## src/hw/rtl/crank_nicolson_diffusion_step_top_assert.svh

```systemverilog
// assertion macros for the diffusion step block
`ifndef CRANK_NICOLSON_DIFFUSION_STEP_TOP_ASSERT_SVH
`define CRANK_NICOLSON_DIFFUSION_STEP_TOP_ASSERT_SVH

// same-cycle implication, sampled on clk, off during rst
`define CNDS_ASSERT_IMP(lbl, ante, cons) \
  lbl: assert property (@(posedge clk) disable iff (rst) (ante) |-> (cons)) \
    else $error("cnds check failed");

// next-cycle implication, sampled on clk, off during rst
`define CNDS_ASSERT_NXT(lbl, ante, cons) \
  lbl: assert property (@(posedge clk) disable iff (rst) (ante) |=> (cons)) \
    else $error("cnds check failed");

`endif

```

## src/hw/rtl/cnds_pkg.sv

```systemverilog
`default_nettype none
package cnds_pkg;

  // divider widths: dividend holds |num|<<16 plus half divisor
  localparam int DVD_W = 51;
  localparam int DVS_W = 48;
  localparam int CNT_W = 6;

  typedef struct packed {
    logic             start;
    logic [DVD_W-1:0] dividend;
    logic [DVS_W-1:0] divisor;
  } div_req_t;

  typedef struct packed {
    logic             done;
    logic             busy;
    logic [DVD_W-1:0] quotient;
  } div_rsp_t;

  // clamp to signed 32-bit range
  function automatic logic signed [31:0] sat32(input logic signed [63:0] v);
    logic signed [31:0] r;
    if (v > 64'sh7FFF_FFFF) begin
      r = 32'sh7FFF_FFFF;
    end else if (v < -64'sh8000_0000) begin
      r = 32'sh8000_0000;
    end else begin
      r = v[31:0];
    end
    return r;
  endfunction

  // apply sign to an unsigned quotient and clamp
  function automatic logic signed [31:0] sat_q(input logic [DVD_W-1:0] q, input logic neg);
    logic [DVD_W-1:0]   nq;
    logic signed [31:0] r;
    nq = '0 - q;
    if (!neg) begin
      r = (q > DVD_W'(32'h7FFF_FFFF)) ? 32'sh7FFF_FFFF : signed'(q[31:0]);
    end else begin
      r = (q > DVD_W'(32'h8000_0000)) ? 32'sh8000_0000 : signed'(nq[31:0]);
    end
    return r;
  endfunction

endpackage
`default_nettype wire

```

## src/hw/rtl/cnds_div.sv

```systemverilog
`default_nettype none
module cnds_div (
  input  wire logic              clk,
  input  wire logic              rst,
  input  wire cnds_pkg::div_req_t req,
  output cnds_pkg::div_rsp_t     rsp
);

  logic [cnds_pkg::DVS_W-1:0] rem;
  logic [cnds_pkg::DVD_W-1:0] quo;
  logic [cnds_pkg::DVS_W-1:0] dv;
  logic [cnds_pkg::CNT_W-1:0] cnt;
  logic                       busy;
  logic                       done;
  logic [cnds_pkg::DVS_W:0]   shifted;
  logic [cnds_pkg::DVS_W:0]   diff;

  // one restoring step: shift in next dividend bit, try subtract
  always_comb begin
    shifted = {rem, quo[cnds_pkg::DVD_W-1]};
    diff    = shifted - {1'b0, dv};
  end

  always_ff @(posedge clk) begin
    if (rst) begin
      busy <= 1'b0;
      done <= 1'b0;
      cnt  <= '0;
    end else begin
      done <= !req.start && busy && (cnt == cnds_pkg::CNT_W'(1));
      if (req.start) begin
        busy <= 1'b1;
        cnt  <= cnds_pkg::CNT_W'(cnds_pkg::DVD_W);
      end else if (busy) begin
        cnt <= cnt - 1'b1;
        if (cnt == cnds_pkg::CNT_W'(1)) begin
          busy <= 1'b0;
        end
      end
    end
  end

  // datapath, one quotient bit per cycle while busy
  always_ff @(posedge clk) begin
    if (req.start) begin
      rem <= '0;
      quo <= req.dividend;
      dv  <= req.divisor;
    end else if (busy) begin
      if (!diff[cnds_pkg::DVS_W]) begin
        rem <= diff[cnds_pkg::DVS_W-1:0];
        quo <= {quo[cnds_pkg::DVD_W-2:0], 1'b1};
      end else begin
        rem <= shifted[cnds_pkg::DVS_W-1:0];
        quo <= {quo[cnds_pkg::DVD_W-2:0], 1'b0};
      end
    end
  end

  assign rsp.done     = done;
  assign rsp.busy     = busy;
  assign rsp.quotient = quo;

endmodule
`default_nettype wire

```

## config.mk

```make
export PLATFORM = sky130hd
export DESIGN_NAME = cnds_div
export DESIGN_NICKNAME = d
export VERILOG_FILES = /design/src/hw/rtl/crank_nicolson_diffusion_step_top_assert.svh /design/src/hw/rtl/cnds_pkg.sv /design/src/hw/rtl/cnds_div.sv
export SDC_FILE = /design/constraint.sdc
export NUM_CORES = 1
export LEC_CHECK = 0
export ABC_AREA = 0
export ABC_CLOCK_PERIOD_IN_PS = 3880
export BUFFER_PORTS_ARGS = -buffer_cell sky130_fd_sc_hd__buf_4
export CORE_MARGIN = 2
export CORE_UTILIZATION = 59
export CTS_BUF_LIST = sky130_fd_sc_hd__clkbuf_4
export CTS_CLUSTER_DIAMETER = 150
export DETAILED_ROUTE_END_ITERATION = 16
export PLACE_DENSITY = 0.86
export RECOVER_POWER = 100
export SLEW_MARGIN = 40
export SYNTH_ARGS = -nofsm -noshare
export SYNTH_HDL_FRONTEND = slang
export SYNTH_SLANG_ARGS = --single-unit
```

## constraint.sdc

```tcl
create_clock -name clk -period 3.88 [get_ports clk]
set_input_delay 0.194 -clock clk [delete_from_list [all_inputs] [get_ports clk]]
set_output_delay 0.194 -clock clk [all_outputs]
set_load 0.005 [all_outputs]
```

==> metrics.log, run 1 <==
INFO  metric run_status = finished, violations left
INFO  metric failing_checks = capacitance limit, slew limit
INFO  metric yosys_most_used_dff = edfxtp_1
INFO  metric chipWidth = 129.4 um
INFO  metric timing_hold_violations_final = 0
INFO  metric hpwlAfterDp = 15630 um
INFO  metric grt_setup_unrepaired = no
INFO  metric routabilityCongestion = 0.9129
INFO  metric cts_htree_levels = 4
INFO  metric fin_cells = 1370
INFO  metric critical-path-max-stage-delay = 0.43 ns
INFO  metric ff2ff_setup_slack = 0.32 ns
INFO  metric drc = 0
INFO  metric die_height = 129.4 um
INFO  metric maximum_number_of_pins_on_one_net_before_global_route_repair = 98
INFO  metric synth_cell_types = 72
INFO  metric syn_to_final_growth = 25.40%
INFO  metric p_per_area = 376.7 nW/um^2
INFO  metric crit_slowest_cell = fa_1
INFO  metric clock_tree_from_tritoncts = built
INFO  metric multiInputGateArea = 4652 sq um
INFO  metric critical_path_cell_sequence = inv_1, ha_1, fa_1, nor2b_1, o211ai_1, a21oi_1, o21bai_1, a211o_1, a21o_1, and3_4, buf_4, mux2i_1, a211oi_1
INFO  metric cp.depth = 13
INFO  metric number_of_fill_cells_in_the_layout = 966
INFO  metric total_negative_setup_slack = 0 ns
INFO  metric async_reset_ff_frac = 0
INFO  metric timing.critical_path.buf_inv = 2
INFO  metric maxCapViolations = 2
INFO  metric die_area = 16740 sq um
INFO  metric final-seq-area = 4095 sq um
INFO  metric r2r_start = quo[50]
INFO  metric critical_path.startpoint = quo[50]
INFO  metric cell_depth_of_the_worst_flop_to_flop_path = 13
INFO  metric timing.critical_path.fanout_max = 20
INFO  metric floorplan.initialDensity = 0.6080
INFO  metric critPathCapture = rem[14]
INFO  metric routed_wire_length_per_instance = 19.54 um
INFO  metric row_count = 45
INFO  metric seq_area_frac_synth = 0.4413
INFO  metric worst_setup_path_end_kind = register
INFO  metric post-place-cells = 1237
INFO  metric wire_length_of_the_first_global_routing_pass = 41810 um
INFO  metric cell_area_after_synthesis = 9276 sq um
INFO  metric via_count = 8108
INFO  metric cts.path.max_buffers = 2
INFO  metric final_layout_size_suffix_gt1_frac = 0.1926
INFO  metric final_net_count = 1298
INFO  metric postRouteAntennaNets = 0
INFO  metric cellLeakagePower = 4.861 nW
INFO  metric grt_util_met3 = 0.06482
INFO  metric wl = 26770 um
INFO  metric slew_headroom = -0.6130
INFO  metric synth_nets = 1069
INFO  metric drt_pre_antenna_iters = 6
INFO  metric cts_root_buffer = clkbuf_4
INFO  metric cts_buffers = 17
INFO  metric post_synth.cell_area_avg = 10.13 sq um
INFO  metric post_drt_via_cell_ratio = 5.918
INFO  metric min_period = 3.564 ns
INFO  metric timing.critical_path.max_delay_family = compound AO/OA/AOI/OAI gates
INFO  metric clk_latency = 0.65 ns
INFO  metric worst_setup_hold_path_clk_slew = 0.18 ns
INFO  metric hp-start = req[3]
INFO  metric period_share = 0.9185
INFO  metric final.setup_skew = 0.06927 ns
INFO  metric final_max_slew_viol_count = 149
INFO  metric use_met1 = 0.3853
INFO  metric yosysWarningCount = 0
INFO  metric globalRouteOverflowTotal = 0
INFO  metric yosysTopAreaCellShare = 0.3205
INFO  metric worst-endpoint-required = 4.36 ns
INFO  metric hp-class = in -> reg
INFO  metric ys_ff_latch = 155
INFO  metric timing.critical_path.arrival = 4.05 ns
INFO  metric cts_num_sinks = 155
INFO  metric worst_r2r_endpoint = rem[14]
INFO  metric grt_pass1_vias = 8100
INFO  metric finalSetupViolations = 0
INFO  metric worst-setup-path-type = reg -> reg
INFO  metric setup.worst_path.start_class = register
INFO  metric placeableCoreArea = 15260 sq um
INFO  metric synth_top_cells_by_area = edfxtp_1 (32%), dfxtp_1 (12%), ha_1 (6.7%), mux2_2 (6.2%), mux2i_1 (4.0%)
INFO  metric ioPinCount = 155
INFO  metric global_route.peak_usage_layer = met2
INFO  metric synth_edf_count = 99
INFO  metric port-buffer-count = 154
INFO  metric power.ir.vdd_worst = 0.3753 mV
INFO  metric synth.largest_area_cell = edfxtp_1
INFO  metric groute.usage.overall = 0.3261
INFO  metric timing_worst_slew_pin_value = 2.420 ns
INFO  metric gr-usage-met2 = 0.5520
INFO  metric antenna_violations_before_repair = 1
INFO  metric syn_inst = 916
INFO  metric fmax = 0.2806 GHz
INFO  metric drtIter0Drc = 904
[worst min path at each step]
stage                        end  slack, ns  cells after the start
final                      dv[3]       0.30                      2
after global routing       dv[4]       0.28                      2
after CTS                 dv[22]       0.18                      1
after detailed placement  dv[30]       0.37                      1
after global placement    dv[19]       0.37                      1
after floorplan            dv[0]       0.29                      0
[final cells by class]
type / count / share of cell area
antenna: 1 / 0.0002151
timing repair buffer: 260 / 0.1818
tap: 211 / 0.02270
multi-input combinational: 645 / 0.3999
clock inverter: 14 / 0.01043
sequential: 155 / 0.3520
clock buffer: 18 / 0.01162
inverter: 66 / 0.02130
[logic make-up after synthesis]
logic type / synth area share
and+or+nand+nor: 0.1237
adders and majority gates: 0.06960
muxes: 0.1035
AOI/OAI and AO/OA: 0.1650
buffers and inverters: 0.05732
xor gates and xnor gates: 0.03965
DFF: 0.4413
[per-layer routing]
| layer | up-vias | part of all wire |
|---|---|---|
| met3 | 108 | 0.059 |
| met5 | - | 0 |
| li1 | 3821 | - |
| met4 | 0 | 0.058 |
| met2 | 390 | 0.50 |
| met1 | 3789 | 0.39 |
[stage by stage]
step | setup WS, ns | area (sq um) | util | hold WS [ns] | total power [mW]
floorplan | 0.7818 | 9276 | - | 0.2929 | 2.902
global placement | 0.5701 | 10460 | 0.6858 | 0.3719 | 3.222
detailed placement | 0.4199 | 10470 | 0.6859 | 0.3733 | 3.259
CTS | 0.3794 | 11720 | 0.7683 | 0.1766 | 4.285
global route | 0.05339 | 11630 | 0.7624 | 0.2806 | 4.575
finish | 0.3164 | 11630 | 0.7624 | 0.3022 | 4.382
[power by group]
part	total (mW)	switching [mW]	leakage (nW)	internal [mW]
logic	1.34	0.729	3.27	0.607
clock network	1.01	0.725	0.145	0.287
registers	2.03	0.106	1.44	1.93
total	4.38	1.56	4.86	2.82
[flip-flops by register name, summed over array words and instances (netlist names)]
signal and flops:
done 1, cnt 6, quo 51, rem 48, dv 48, busy 1
[repair_timing]
| item | CTS | global route |
|---|---|---|
| hold buffers | 100 | 0 |
| endpoints found under the hold margin | 107 | 0 |
| buffers inserted | 0 | 0 |
| resized for setup | 0 | 1 |
| setup endpoints to repair | 0 | 14 |
[synth_stat cells (26+ instances only)]
cell      number
mux2i_1       37
inv_1         66
a21oi_1       67
ha_1          50
a211oi_1      38
nand2_1       51
clkbuf_1      28
nor2_1        82
xnor2_1       26
mux2_2        51
edfxtp_1      99
dfxtp_1       56
o21ai_0       32
[layout by cell type, fill, tap and decap left out, types with 5 or more instances in the layout]
master         Yosys  routed
nor3_1            10      10
dlygate4sd3_1      0     100
and3_1             6       5
a211oi_1          38      38
mux2_1             0      13
nor2_1            82      82
nand4_1           18      18
and2_1             5       5
mux2i_1           37      37
edfxtp_1          99      99
xnor2_1           26      26
buf_4              3      57
a21o_1            23      23
a21oi_1           67      67
inv_1             66      65
o21ai_1            6       6
o21a_1             5       5
dfxtp_1           56      55
nand2b_1          14      14
xor2_1            16      16
nand2_1           51      51
clkbuf_1          28      22
o21bai_1           8       8
nand3_1            7       7
nor2b_1           10      10
a311oi_1           8       8
nand3b_1           7       7
inv_6              0       8
clkbuf_4           0      97
o211ai_1           9       9
o21ai_0           32      32
ha_1              50      50
mux2_2            51      39
Power figures use the tool's default switching activity.
==> run 2: changes to the inputs <==
Settings changed: ABC_AREA 0 to 1, CORE_UTILIZATION 59 to 60, RECOVER_POWER 100 to default.
==> run 2 against run 1 <==
The run now ends clean. Sequential power down 4%. Design area increased by 15%. Non-clock buffer count unchanged. Clock skew down 0.043 ns. Critical path depth up 4. Clock power increased by 32%. Core utilization rose by 1.1 points. Count of clock-buffer cells in the layout is 1 lower. Cell count is 55% higher.
==> metrics.log, run 2 <==
INFO  metric r2r_start = quo[50]
INFO  metric grt_setup_unrepaired = no
INFO  metric global_route.peak_usage_layer = met2
INFO  metric worst-endpoint-required = 4.39 ns (+0.03 ns)
INFO  metric timing.critical_path.max_delay_family = simple AND/OR/NAND/NOR gates
INFO  metric maximum_number_of_pins_on_one_net_before_global_route_repair = 80 (-18%)
INFO  metric antenna_violations_before_repair = 1 (unchanged)
INFO  metric final_core_utilization = 0.7736 (+0.01122)
INFO  metric cts_num_sinks = 155 (unchanged)
INFO  metric biggestRegsByFlops = quo (51), dv (48), rem (48)
INFO  metric synth.most_common_cell = nand2_1
INFO  metric timing_hold_violations_final = 0 (unchanged)
INFO  metric wire_length_of_the_first_global_routing_pass = 53840 um (+29%)
INFO  metric die_area = 18760 sq um (+12%)
INFO  metric groute.usage.overall = 0.3726 (+0.04659)
INFO  metric total_negative_setup_slack = 0 ns (unchanged)
INFO  metric finish.instance_area = 13380 sq um (+15%)
INFO  metric grt_pass1_vias = 10760 (+33%)
INFO  metric floorplan.initialDensity = 0.6131 (+0.005182)
INFO  metric timing.hold.worst_path_depth = 1 (-1)
INFO  metric run_status = complete, no violations
INFO  metric worst_setup_path_end_kind = register
INFO  metric hpwlAfterDp = 21960 um (+41%)
INFO  metric die_height = 137.0 um (+5.8%)
INFO  metric clk_latency = 0.62 ns (-0.03 ns)
INFO  metric power.ir.vdd_worst = 0.2284 mV (-39%)
INFO  metric synth_nets = 1789 (+67%)
INFO  metric final_net_count = 2035 (+57%)
INFO  metric hold_path_end = dv[21]
INFO  metric cellLeakagePower = 7.260 nW (+49%)
INFO  metric routed_wire_length_per_instance = 16.14 um (-17%)
INFO  metric drtIter0Drc = 1268 (+40%)
INFO  metric post_synth.cell_area_avg = 6.482 sq um (-36%)
INFO  metric worst_setup_hold_path_clk_slew = 0.17 ns (about the same)
INFO  metric timing.critical_path.buf_inv = 2 (unchanged)
INFO  metric p_per_area = 297.2 nW/um^2 (-21%)
INFO  metric timing.critical_path.fanout_max = 33 (+65%)
INFO  metric cell_depth_of_the_worst_flop_to_flop_path = 17 (+4)
INFO  metric port-buffer-count = 154 (unchanged)
INFO  metric synth_top_cells_by_area = edfxtp_1 (28%), nand2_1 (26%), inv_1 (12%), dfxtp_1 (11%), ha_1 (5.9%)
INFO  metric placed_cell_areas = 11990 sq um (+15%)
INFO  metric critical-path-max-stage-delay = 0.65 ns (+0.22 ns)
INFO  metric drc = 0 (unchanged)
INFO  metric ys_ff_latch = 155 (unchanged)
INFO  metric timing_worst_slew_pin_value = 0.7798 ns (-1.640 ns)
INFO  metric wl = 34230 um (+28%)
INFO  metric crit_slowest_cell = nand2_2
INFO  metric final.setup_skew = 0.02581 ns (-0.04346 ns)
INFO  metric grt_util_met3 = 0.07815 (+0.01333)
INFO  metric final_common_cell = nand2_1
INFO  metric async_reset_ff_frac = 0 (unchanged)
INFO  metric placeableCoreArea = 17300 sq um (+13%)
INFO  metric use_met1 = 0.4698 (+0.08443)
INFO  metric final_layout_size_suffix_gt1_frac = 0.1098 (-0.08281)
INFO  metric row_count = 48 (+6.7%)
INFO  metric min_period = 3.527 ns (-0.03645 ns)
INFO  metric synth.largest_area_cell = edfxtp_1
INFO  metric final_max_slew_viol_count = 0 (-100%)
INFO  metric gr-usage-met2 = 0.6266 (+0.07458)
INFO  metric period_share = 0.9091 (-0.009393)
INFO  metric largest_reg_flops = 51 (unchanged)
INFO  metric globalRouteOverflowTotal = 0 (unchanged)
INFO  metric worst_r2r_endpoint = rem[22]
INFO  metric clock_tree_from_tritoncts = built
INFO  metric synth_cell_types = 37 (-49%)
INFO  metric cts_resized = 0 (unchanged)
INFO  metric drt_pre_antenna_iters = 6 (unchanged)
INFO  metric syn_inst = 1636 (+79%)
INFO  metric critical_path_cell_sequence = inv_1, ha_1, fa_1, inv_1, nand2_1, nand2_1, nand3_1, nand2_1, nand2_1, nand2_2, nand2_1, nand3_2, nand2_2, nand2_2, nand2_1, nand3_1, nand2_1
INFO  metric register_with_the_highest_flop_count = quo
INFO  metric hp-start = req[99]
INFO  metric seq_area_frac_synth = 0.3860 (-0.05530)
INFO  metric chipWidth = 137.0 um (+5.8%)
INFO  metric cts.path.max_buffers = 2 (unchanged)
INFO  metric finalSetupViolations = 0 (unchanged)
INFO  metric most_frequent_cells_in_the_layout = nand2_1 (734), inv_1 (331), buf_4 (156)
INFO  metric maxCapViolations = 0 (-2)
INFO  metric timing.critical_path.arrival = 4.03 ns (-0.02 ns)
INFO  metric cts_htree_levels = 4 (unchanged)
INFO  metric syn_to_final_growth = 26.17%
INFO  metric slew_headroom = 0.4783 (+1.091)
INFO  metric yosysTopAreaCellShare = 0.2803 (-0.04015)
INFO  metric cell_area_after_synthesis = 10610 sq um (+14%)
INFO  metric ff2ff_setup_slack = 0.35 ns (+0.04 ns)
INFO  metric fmax = 0.2835 GHz (+1.0%)
INFO  metric ioPinCount = 155 (unchanged)
INFO  metric setup.worst_path.start_class = register
INFO  metric yosysWarningCount = 0 (unchanged)
INFO  metric worst-setup-path-type = reg -> reg
INFO  metric crit_top_cell = nand2_1
INFO  metric postRouteAntennaNets = 0 (unchanged)
INFO  metric yosys_most_used_dff = edfxtp_1
INFO  metric post_drt_via_cell_ratio = 5.381 (-9.1%)
INFO  metric cts_root_buffer = clkbuf_4
INFO  metric via_count = 11410 (+41%)
INFO  metric routabilityCongestion = 1.055 (+16%)
INFO  metric synth_cell_count_leaders = nand2_1 (734), inv_1 (332), nor2_1 (114), edfxtp_1 (99), nand3_1 (89)
INFO  metric cts_buffers = 17 (unchanged)
INFO  metric synth_edf_count = 99 (unchanged)
INFO  metric hp-class = in -> reg
run 2: changes by cell type after synthesis, sizes merged, moves of 10 or more:
cell    previous run  this run
nor2b             10         0
mux2i             37         0
a211oi            38         1
a21o              23         1
nand2b            14         0
nand3              7        90
inv               66       335
nand2             51       739
nor2              83       116
mux2              52         0
o21ai             38        20
a21oi             67        26
o211ai            10         0
run 2: kinds of logic after synthesis:
kind of cell | share of synthesized area
AOI/OAI and AO/OA | 0.02843
and+or+nand+nor | 0.3683
adders and majority gates | 0.06088
DFF | 0.3860
xor gates and xnor gates | 0.02230
buffers and inverters | 0.1340
run 2: layout make-up:
class                   instances  area (sq um)
flip-flops and latches        155          4094
diodes                          1         2.502
fillers                      1235          3916
clock buffers                  17         127.6
repair buffers                260          2258
well taps                     225         281.5
inverters                     335          1259
clock inverters                15         252.7
multi-input cells            1113          5105
run 2: power by group:
part | internal, mW | switching, mW | total [mW]
Clock | 0.604 | 0.725 | 1.33
Combinational | 0.316 | 0.383 | 0.699
Sequential | 1.88 | 0.0674 | 1.95
run 2: how the worst max path moves through the flow:
stage                   end  depth (start not counted)    start  slack (ns)
finish              rem[22]                         17  quo[50]        0.35
global route        rem[22]                         16  quo[50]        0.19
CTS                  rem[0]                         17  quo[50]        0.63
detailed placement   rem[2]                         17  quo[50]        0.67
global placement     rem[0]                         17  quo[50]        0.84
floorplan            quo[0]                         17  quo[50]        1.48
run 2: through the flow:
stage	hold slack, ns	cells	setup WS, ns	power, mW
final	0.03205	2121	0.3528	3.977
after floorplan	0.2634	1636	1.482	2.251
after global placement	0.3721	1986	0.8424	2.514
after CTS	0.01523	2120	0.6340	3.900
after detailed placement	0.3733	1988	0.6715	2.536
after global routing	0.02932	2121	0.1904	4.081
run 2: what timing repair did:
action | CTS | global route
endpoints found under the setup margin | 0 | 0
endpoints found under the hold margin | 107 | 0
hold buffers | 100 | 0
setup buffers | 0 | 0
run 2: per-layer routing:
| layer | vias to the layer above | routed length (um) |
|---|---|---|
| li1 | 5432 | - |
| met1 | 5156 | 13350 |
| met2 | 723 | 16220 |
| met3 | 102 | 3519 |
| met4 | 0 | 1140 |
| met5 | - | 0 |
